**config.mk**
```make
export PLATFORM = sky130hd
export DESIGN_NAME = nec_ir_pulse_decoder
export DESIGN_NICKNAME = d
export VERILOG_FILES = /design/src/hdl/nirdec_pkg.sv /design/src/hdl/nec_ir_pulse_decoder.sv /design/src/hdl/nirdec_match.sv /design/src/hdl/nirdec_frame.sv
export SDC_FILE = /design/constraint.sdc
export NUM_CORES = 1
export LEC_CHECK = 0
export ABC_AREA = 1
export BUFFER_PORTS_ARGS = -buffer_cell sky130_fd_sc_hd__buf_2
export CAP_MARGIN = 20
export CORE_MARGIN = 2
export CORE_UTILIZATION = 65
export DETAILED_ROUTE_END_ITERATION = 10
export HOLD_SLACK_MARGIN = 0.08
export PLACE_DENSITY = 0.82
export SYNTH_ARGS = -nofsm -noshare
export SYNTH_HDL_FRONTEND = slang
export SYNTH_SLANG_ARGS = --single-unit
```
**constraint.sdc**
```tcl
create_clock -name clock -period 9.5 [get_ports clock]
set_clock_uncertainty 0.05 [all_clocks]
set_input_delay 0.475 -clock clock [delete_from_list [all_inputs] [get_ports clock]]
set_output_delay 0.475 -clock clock [all_outputs]
set_load 0.1 [all_outputs]
```
**src/hdl/nirdec_pkg.sv**
```systemverilog
package nirdec_pkg;

   localparam int unsigned TICKS_W                = 15;
   localparam int unsigned US_W                   = 16;
   localparam int unsigned DATA_W                 = 16;
   localparam int unsigned STATUS_W               = 2;
   localparam int unsigned CSR_INDEX_W            = 3;
   localparam int unsigned CSR_DATA_W             = 16;
   localparam int unsigned PAIR_INDEX_W           = 6;
   localparam int unsigned TICKS_PER_10US_DEFAULT = 8;

   localparam logic [STATUS_W-1:0] STATUS_OK         = 2'd0;
   localparam logic [STATUS_W-1:0] STATUS_BAD_HEADER = 2'd1;
   localparam logic [STATUS_W-1:0] STATUS_BAD_BIT    = 2'd2;
   localparam logic [STATUS_W-1:0] STATUS_SHORT      = 2'd3;

   localparam logic [CSR_INDEX_W-1:0] CSR_ACTIVE_LEVEL    = 3'd0;
   localparam logic [CSR_INDEX_W-1:0] CSR_TOLERANCE_US    = 3'd1;
   localparam logic [CSR_INDEX_W-1:0] CSR_HEADER_MARK_US  = 3'd2;
   localparam logic [CSR_INDEX_W-1:0] CSR_HEADER_SPACE_US = 3'd3;
   localparam logic [CSR_INDEX_W-1:0] CSR_BIT_MARK_US     = 3'd4;
   localparam logic [CSR_INDEX_W-1:0] CSR_ONE_SPACE_US    = 3'd5;
   localparam logic [CSR_INDEX_W-1:0] CSR_ZERO_SPACE_US   = 3'd6;

   localparam logic            RESET_ACTIVE_LEVEL    = 1'b0;
   localparam logic [US_W-1:0] RESET_TOLERANCE_US    = 16'd320;
   localparam logic [US_W-1:0] RESET_HEADER_MARK_US  = 16'd9000;
   localparam logic [US_W-1:0] RESET_HEADER_SPACE_US = 16'd4500;
   localparam logic [US_W-1:0] RESET_BIT_MARK_US     = 16'd560;
   localparam logic [US_W-1:0] RESET_ONE_SPACE_US    = 16'd1690;
   localparam logic [US_W-1:0] RESET_ZERO_SPACE_US   = 16'd560;

   localparam logic [PAIR_INDEX_W-1:0] PAIR_HEADER       = 6'd0;
   localparam logic [PAIR_INDEX_W-1:0] PAIR_LAST_ADDRESS = 6'd16;
   localparam logic [PAIR_INDEX_W-1:0] PAIR_DONE         = 6'd33;

   typedef struct packed {
      logic               first_level;
      logic [TICKS_W-1:0] first_ticks;
      logic               second_level;
      logic [TICKS_W-1:0] second_ticks;
      logic               frame_first;
      logic               frame_last;
   } req_type;

   typedef struct packed {
      logic [DATA_W-1:0]   address;
      logic [DATA_W-1:0]   command;
      logic [STATUS_W-1:0] status;
   } rsp_type;

   typedef struct packed {
      logic header;
      logic one;
      logic zero;
   } match_type;

endpackage

```
**src/hdl/nec_ir_pulse_decoder.sv**
```systemverilog
// NEC infrared pulse-pair decoder.
// The input channel (req_valid, req_ready, req_item) takes one pulse pair per
// item, marked with the first and last pair of its frame. The result channel
// (rsp_valid, rsp_ready, rsp_item) gives one item per decoded frame, or one
// error item for a bad header, a bad bit or a frame that ends early.
// The configuration port writes a timing register at every clock edge with
// csr_write_en high; write it only while no pairs are in flight.
// An accepted pair sits in the input register, where the three window
// matchers and the frame logic evaluate it; once the output register is
// free, the pair steps on and any result is registered there and valid.
// Throughput is one pair per cycle while results flow (single input stage).
// When the receiver stalls with a result waiting, one more pair may be held
// in the input register; req_ready then drops until the result is taken.
// Reset restores the default NEC timings, clears both registers and drops
// any partly decoded frame.
module nec_ir_pulse_decoder #(
   parameter int unsigned TICKS_PER_10US = nirdec_pkg::TICKS_PER_10US_DEFAULT
) (
   input  logic                               clock,
   input  logic                               reset,
   input  logic                               req_valid,
   output logic                               req_ready,
   input  nirdec_pkg::req_type                req_item,
   output logic                               rsp_valid,
   input  logic                               rsp_ready,
   output nirdec_pkg::rsp_type                rsp_item,
   input  logic                               csr_write_en,
   input  logic [nirdec_pkg::CSR_INDEX_W-1:0] csr_index,
   input  logic [nirdec_pkg::CSR_DATA_W-1:0]  csr_wdata
);
   import nirdec_pkg::*;

   logic            active_level_ff;
   logic [US_W-1:0] tolerance_us_ff;
   logic [US_W-1:0] header_mark_us_ff;
   logic [US_W-1:0] header_space_us_ff;
   logic [US_W-1:0] bit_mark_us_ff;
   logic [US_W-1:0] one_space_us_ff;
   logic [US_W-1:0] zero_space_us_ff;

   logic    pair_valid_ff, pair_valid_in;
   req_type pair_ff;
   logic    rsp_valid_ff, rsp_valid_in;
   rsp_type rsp_ff;

   logic      out_free;
   logic      step;
   logic      emit;
   rsp_type   frame_rsp;
   match_type match;

   always_ff @(posedge clock) begin
      if (reset) begin
         active_level_ff    <= RESET_ACTIVE_LEVEL;
         tolerance_us_ff    <= RESET_TOLERANCE_US;
         header_mark_us_ff  <= RESET_HEADER_MARK_US;
         header_space_us_ff <= RESET_HEADER_SPACE_US;
         bit_mark_us_ff     <= RESET_BIT_MARK_US;
         one_space_us_ff    <= RESET_ONE_SPACE_US;
         zero_space_us_ff   <= RESET_ZERO_SPACE_US;
      end else if (csr_write_en) begin
         unique case (csr_index)
            CSR_ACTIVE_LEVEL:    active_level_ff    <= csr_wdata[0];
            CSR_TOLERANCE_US:    tolerance_us_ff    <= US_W'(csr_wdata);
            CSR_HEADER_MARK_US:  header_mark_us_ff  <= US_W'(csr_wdata);
            CSR_HEADER_SPACE_US: header_space_us_ff <= US_W'(csr_wdata);
            CSR_BIT_MARK_US:     bit_mark_us_ff     <= US_W'(csr_wdata);
            CSR_ONE_SPACE_US:    one_space_us_ff    <= US_W'(csr_wdata);
            CSR_ZERO_SPACE_US:   zero_space_us_ff   <= US_W'(csr_wdata);
            default:             ;
         endcase
      end
   end

   assign out_free  = !rsp_valid_ff || rsp_ready;
   assign step      = pair_valid_ff && out_free;
   assign req_ready = !pair_valid_ff || out_free;

   always_comb begin
      pair_valid_in = pair_valid_ff;
      if (req_ready) begin
         pair_valid_in = req_valid;
      end
      rsp_valid_in = rsp_valid_ff;
      if (out_free) begin
         rsp_valid_in = step && emit;
      end
   end

   always_ff @(posedge clock) begin
      if (reset) begin
         pair_valid_ff <= 1'b0;
         rsp_valid_ff  <= 1'b0;
      end else begin
         pair_valid_ff <= pair_valid_in;
         rsp_valid_ff  <= rsp_valid_in;
      end
   end

   always_ff @(posedge clock) begin
      if (req_valid && req_ready) begin
         pair_ff <= req_item;
      end
      if (step && emit) begin
         rsp_ff <= frame_rsp;
      end
   end

   nirdec_match #(.TICKS_PER_10US(TICKS_PER_10US)) u_match_header (
      .active_level (active_level_ff),
      .tolerance_us (tolerance_us_ff),
      .mark_us      (header_mark_us_ff),
      .space_us     (header_space_us_ff),
      .item         (pair_ff),
      .hit          (match.header)
   );

   nirdec_match #(.TICKS_PER_10US(TICKS_PER_10US)) u_match_one (
      .active_level (active_level_ff),
      .tolerance_us (tolerance_us_ff),
      .mark_us      (bit_mark_us_ff),
      .space_us     (one_space_us_ff),
      .item         (pair_ff),
      .hit          (match.one)
   );

   nirdec_match #(.TICKS_PER_10US(TICKS_PER_10US)) u_match_zero (
      .active_level (active_level_ff),
      .tolerance_us (tolerance_us_ff),
      .mark_us      (bit_mark_us_ff),
      .space_us     (zero_space_us_ff),
      .item         (pair_ff),
      .hit          (match.zero)
   );

   nirdec_frame u_frame (
      .clock (clock),
      .reset (reset),
      .step  (step),
      .item  (pair_ff),
      .match (match),
      .emit  (emit),
      .rsp   (frame_rsp)
   );

   assign rsp_valid = rsp_valid_ff;
   assign rsp_item  = rsp_ff;

endmodule

```
**src/hdl/nirdec_match.sv**
```systemverilog
module nirdec_match #(
   parameter int unsigned TICKS_PER_10US = nirdec_pkg::TICKS_PER_10US_DEFAULT
) (
   input  logic                        active_level,
   input  logic [nirdec_pkg::US_W-1:0] tolerance_us,
   input  logic [nirdec_pkg::US_W-1:0] mark_us,
   input  logic [nirdec_pkg::US_W-1:0] space_us,
   input  nirdec_pkg::req_type         item,
   output logic                        hit
);
   import nirdec_pkg::*;

   // Windows are compared in the tick domain, scaled by the tick rate, so no
   // division by the tick rate is needed.
   localparam int unsigned KW = $clog2(TICKS_PER_10US + 1);
   localparam int unsigned XW = TICKS_W + 4;
   localparam int unsigned SW = US_W + 1;
   localparam int unsigned HW = SW + KW;
   localparam int unsigned CW = (HW > XW) ? HW : XW;
   localparam logic [KW-1:0] TICK_RATE = KW'(TICKS_PER_10US);

   function automatic logic near(input logic [TICKS_W-1:0] ticks,
                                 input logic [US_W-1:0] target,
                                 input logic [US_W-1:0] margin);
      logic [CW-1:0] scaled;
      logic [CW-1:0] upper;
      logic [CW-1:0] lower;
      logic [SW-1:0] sum;
      logic [SW-1:0] diff;
      scaled = CW'(ticks) * CW'(10);
      sum    = {1'b0, target} + {1'b0, margin};
      diff   = {1'b0, target} - {1'b0, margin} + SW'(1);
      upper  = CW'(sum) * CW'(TICK_RATE);
      lower  = CW'(diff) * CW'(TICK_RATE);
      return (scaled < upper) && ((target < margin) || (scaled >= lower));
   endfunction

   assign hit = (item.first_level == active_level)
             && (item.second_level != active_level)
             && near(item.first_ticks, mark_us, tolerance_us)
             && near(item.second_ticks, space_us, tolerance_us);

endmodule

```
**src/hdl/nirdec_frame.sv**
```systemverilog
module nirdec_frame (
   input  logic                  clock,
   input  logic                  reset,
   input  logic                  step,
   input  nirdec_pkg::req_type   item,
   input  nirdec_pkg::match_type match,
   output logic                  emit,
   output nirdec_pkg::rsp_type   rsp
);
   import nirdec_pkg::*;

   logic                    active_ff,  active_in;
   logic [PAIR_INDEX_W-1:0] index_ff,   index_in;
   logic [DATA_W-1:0]       address_ff, address_in;
   logic [DATA_W-1:0]       command_ff, command_in;

   logic                    frame_on;
   logic [PAIR_INDEX_W-1:0] index_cur;
   logic [PAIR_INDEX_W-1:0] index_next;
   logic [DATA_W-1:0]       address_cur;
   logic [DATA_W-1:0]       command_cur;

   always_comb begin
      frame_on    = item.frame_first | active_ff;
      index_cur   = item.frame_first ? '0 : index_ff;
      address_cur = item.frame_first ? '0 : address_ff;
      command_cur = item.frame_first ? '0 : command_ff;
      index_next  = index_cur + PAIR_INDEX_W'(1);

      active_in  = active_ff;
      index_in   = index_ff;
      address_in = address_ff;
      command_in = command_ff;
      emit       = 1'b0;
      rsp        = '{address: '0, command: '0, status: STATUS_OK};

      if (frame_on) begin
         active_in  = 1'b1;
         index_in   = index_cur;
         address_in = address_cur;
         command_in = command_cur;
         if (index_cur == PAIR_HEADER) begin
            if (!match.header) begin
               emit       = 1'b1;
               rsp.status = STATUS_BAD_HEADER;
               active_in  = 1'b0;
            end else begin
               index_in = index_next;
            end
         end else if (!match.one && !match.zero) begin
            emit       = 1'b1;
            rsp.status = STATUS_BAD_BIT;
            active_in  = 1'b0;
         end else begin
            if (index_cur <= PAIR_LAST_ADDRESS) begin
               address_in = {match.one, address_cur[DATA_W-1:1]};
            end else begin
               command_in = {match.one, command_cur[DATA_W-1:1]};
            end
            index_in = index_next;
         end
         if (!emit) begin
            if (index_in == PAIR_DONE) begin
               emit        = 1'b1;
               rsp.address = address_in;
               rsp.command = command_in;
               rsp.status  = STATUS_OK;
               active_in   = 1'b0;
            end else if (item.frame_last) begin
               emit       = 1'b1;
               rsp.status = STATUS_SHORT;
               active_in  = 1'b0;
            end
         end
      end
   end

   always_ff @(posedge clock) begin
      if (reset) begin
         active_ff  <= 1'b0;
         index_ff   <= '0;
         address_ff <= '0;
         command_ff <= '0;
      end else if (step) begin
         active_ff  <= active_in;
         index_ff   <= index_in;
         address_ff <= address_in;
         command_ff <= command_in;
      end
   end

endmodule
```
==> flow_summary.toml <==
[sta]
drv_slew = 0
relSlewSlack_pct = 32.9
tightest_slew_ns = 0.999
hold_ws_ns = 0.151
fmax_mhz = 133
fin_crit_ns = 7.50
finalCritPeriodShare_pct = 79.0
setup_viol = 0
hold_viol = 0
tns_ns = 0
rsz0062_at_grt = "false"
final.setup.worst_slack_ns = 2.00

[run_status]
status = "complete, no violations"

[cells_and_area]
drive_above_1_share_pct = 6.69
final_common_cell = "inv_1"
mostFrequentLayoutCells = "inv_1, ha_1, nand2_1"
area_delta_synth_final_pct = 9.98
nets = 3612

[synthesis]
synth_top_area_share_pct = 25.2
async_flop_share_pct = 0
yosysTopAreaCell = "ha_1"
ys_warn_count = 0
synth_fp_nets = 3494
avgSynthCellArea_sq_um = 7.57
synth_area_leaders = "ha_1, dfxtp_1, edfxtp_1"
synthesis.instances = 2940
netlist_area_sq_um = 22300
synth_edf_count = 68
ys.flop_type = "dfxtp_1"
synth_seq_cells = 206
yosysSeqAreaShare_pct = 21.6
ys_types = 52

[clocking]
clockRootBuffer = "clkbuf_16"
cts_tree = "built"
cts_buffer_depth = 3
cts.sinks = 206
path_clk_slew_ns = 0.06
clock_latency_ns = 0.59
cts_max_level = 1
post_cts_buffers = 0
cts_buffers = 26

[global_routing]
antenna_found_initial = 1
grt_pass1_vias = 20300
grt_remaining_overflow = 0
grt_max_degree = 98
grt_pass1_wl_um = 103000
grt_use_total_pct = 36.1

[die]
core_sq_um = 33600
rows = 67
initial_core_util_pct = 66.2
die_h_um = 189
fp.dieArea_sq_um = 35800
fp.dieW_um = 189
num_io_pins = 94

[routing]
wl_met1_um = 27400
postRouteAntennaNets = 0
wl_met2_um = 30600
drtPass1Iterations = 6
vias = 20600
dr_wl_met3_um = 3910
wl_um = 65400
wl_per_cell_um = 18.5
viasPerCell = 5.84
highest_layer = "met4"
drcViolationCount = 0
drt-initial-drc-count = 1406

[power]
powerDensity_nw_per_um2 = 146
seqPwrFrac_pct = 27.6
clock_power_share_pct = 31.0
p_leak_nw = 12.4
ir_drop_mv = 0.141
p_sw_share_pct = 40.3
intPower_mw = 2.13
p_sw_mw = 1.44
combPwrFrac_pct = 41.3

[critical_path]
path_max_fanout = 34
crit_family = "compound AO/OA/AOI/OAI gates"
worst_setup_path_start_kind = "flop"
r2r_cells = 35
cpMaxStageDelayCell = "dfxtp_1"
cp.depth = 35
path_class = "reg -> reg"
cpPeakStageDelay_ns = 0.91
cp_common_cell = "nand2_1"
worstPathRequired_ns = 9.65
cp-end-kind = "flop"
cp_num_buf_inv = 6
critPathArrivalTime_ns = 7.65

[min_path]
whs_path_depth = 3
worst_hold_path_type = "in -> reg"

[place]
dp_slack_ns = 2.31
routabilityCongestion = 1.00
portBuffers = 93
dp_hpwl_um = 51100

[job]
drv_cap = 0
## logic make-up (layout without fill, tap and decap cells)
logic type | after synthesis | in the layout | share of synthesized area [%]
adder cells (fa/ha/maj) | 496 | 496 | 29.5
other | 0 | 1 | 0
AO/OA/AOI/OAI | 613 | 613 | 15.5
buffers and inverters | 526 | 664 | 9.03
XOR/XNOR | 156 | 156 | 6.14
flip-flops | 206 | 206 | 21.6
AND/OR/NAND/NOR | 943 | 943 | 18.3
## layout make-up
cell class / count / area, sq um
antenna: 1 / 2.50
clock buffer: 32 / 718
clock inverter: 16 / 239
fill: 2658 / 9120
inverter: 475 / 1780
multi-input combinational: 2208 / 15500
sequential: 206 / 4800
tap: 448 / 561
timing repair buffer: 141 / 931
## per-stage QoR
step | util [%] | total power [mW] | std cells | cell area, sq um
after global routing | 72.9 | 3.78 | 3527 | 24500
after global placement | 68.9 | 2.38 | 3442 | 23200
after detailed placement | 68.9 | 2.43 | 3443 | 23200
final | 72.9 | 3.57 | 3527 | 24500
after CTS | 72.8 | 3.55 | 3525 | 24500
after floorplan | - | 2.03 | 2940 | 22300
## worst reg2reg max path, delay by kind of cell (launching register included)
kind            cells  cell delay (ns)
simple gates       15             1.48
buf+inv             6             1.17
flops               1             0.91
fa+ha+maj           4             1.27
xor+xnor            1             0.07
compound gates      9             2.16
## flip-flops by register name (all words and copies together), names as in the netlist, 6 cells and up
name / cells
bit_mark_us_ff: 16
header_mark_us_ff: 16
header_space_us_ff: 16
one_space_us_ff: 16
pair_ff: 34
rsp_item: 34
tolerance_us_ff: 16
u_frame.address_ff: 16
u_frame.command_ff: 16
u_frame.index_ff: 6
zero_space_us_ff: 16
## power by group through the flow
stage | Clock [mW] | Combinational (mW) | Sequential, mW
after floorplan | 0 | 0.996 | 1.03
after global placement | 0 | 1.38 | 1.00
after detailed placement | 0 | 1.43 | 1.00
after CTS | 1.11 | 1.45 | 0.985
after global routing | 1.14 | 1.65 | 0.990
final | 1.11 | 1.47 | 0.986
## timing repair
action / 4_1_cts / 5_1_grt
hold buffers: 34 / 0
gates resized for setup: 0 / 0
endpoints found under the hold margin: 34 / 0
## path summary, 6_finish.rpt
kind | start | endpoint | slack, ns
max | tolerance_us_ff[1] | rsp_item[28] | 2.00
min reg2reg | header_space_us_ff[4] | header_space_us_ff[4] | 0.44
min | csr_wdata[10] | one_space_us_ff[10] | 0.15
max reg2reg | tolerance_us_ff[1] | rsp_item[28] | 2.00
## Yosys cell counts, drive strengths merged (36+ instances only)
library cell	instances
o21ai	200
a21oi	266
inv	473
nor3	40
xor2	140
nor2	285
o211ai	36
nand2	420
nand3	124
ha	449
dfxtp	138
fa	47
nand4	41
edfxtp	68
clkbuf	39
## layer usage
layer	vias up	track usage (%)
met5	-	0
met4	0	17.9
met3	193	3.95
met2	698	61.6
met1	9686	45.3
li1	10000	-
Note: power is estimated with default switching activity, not from simulation.
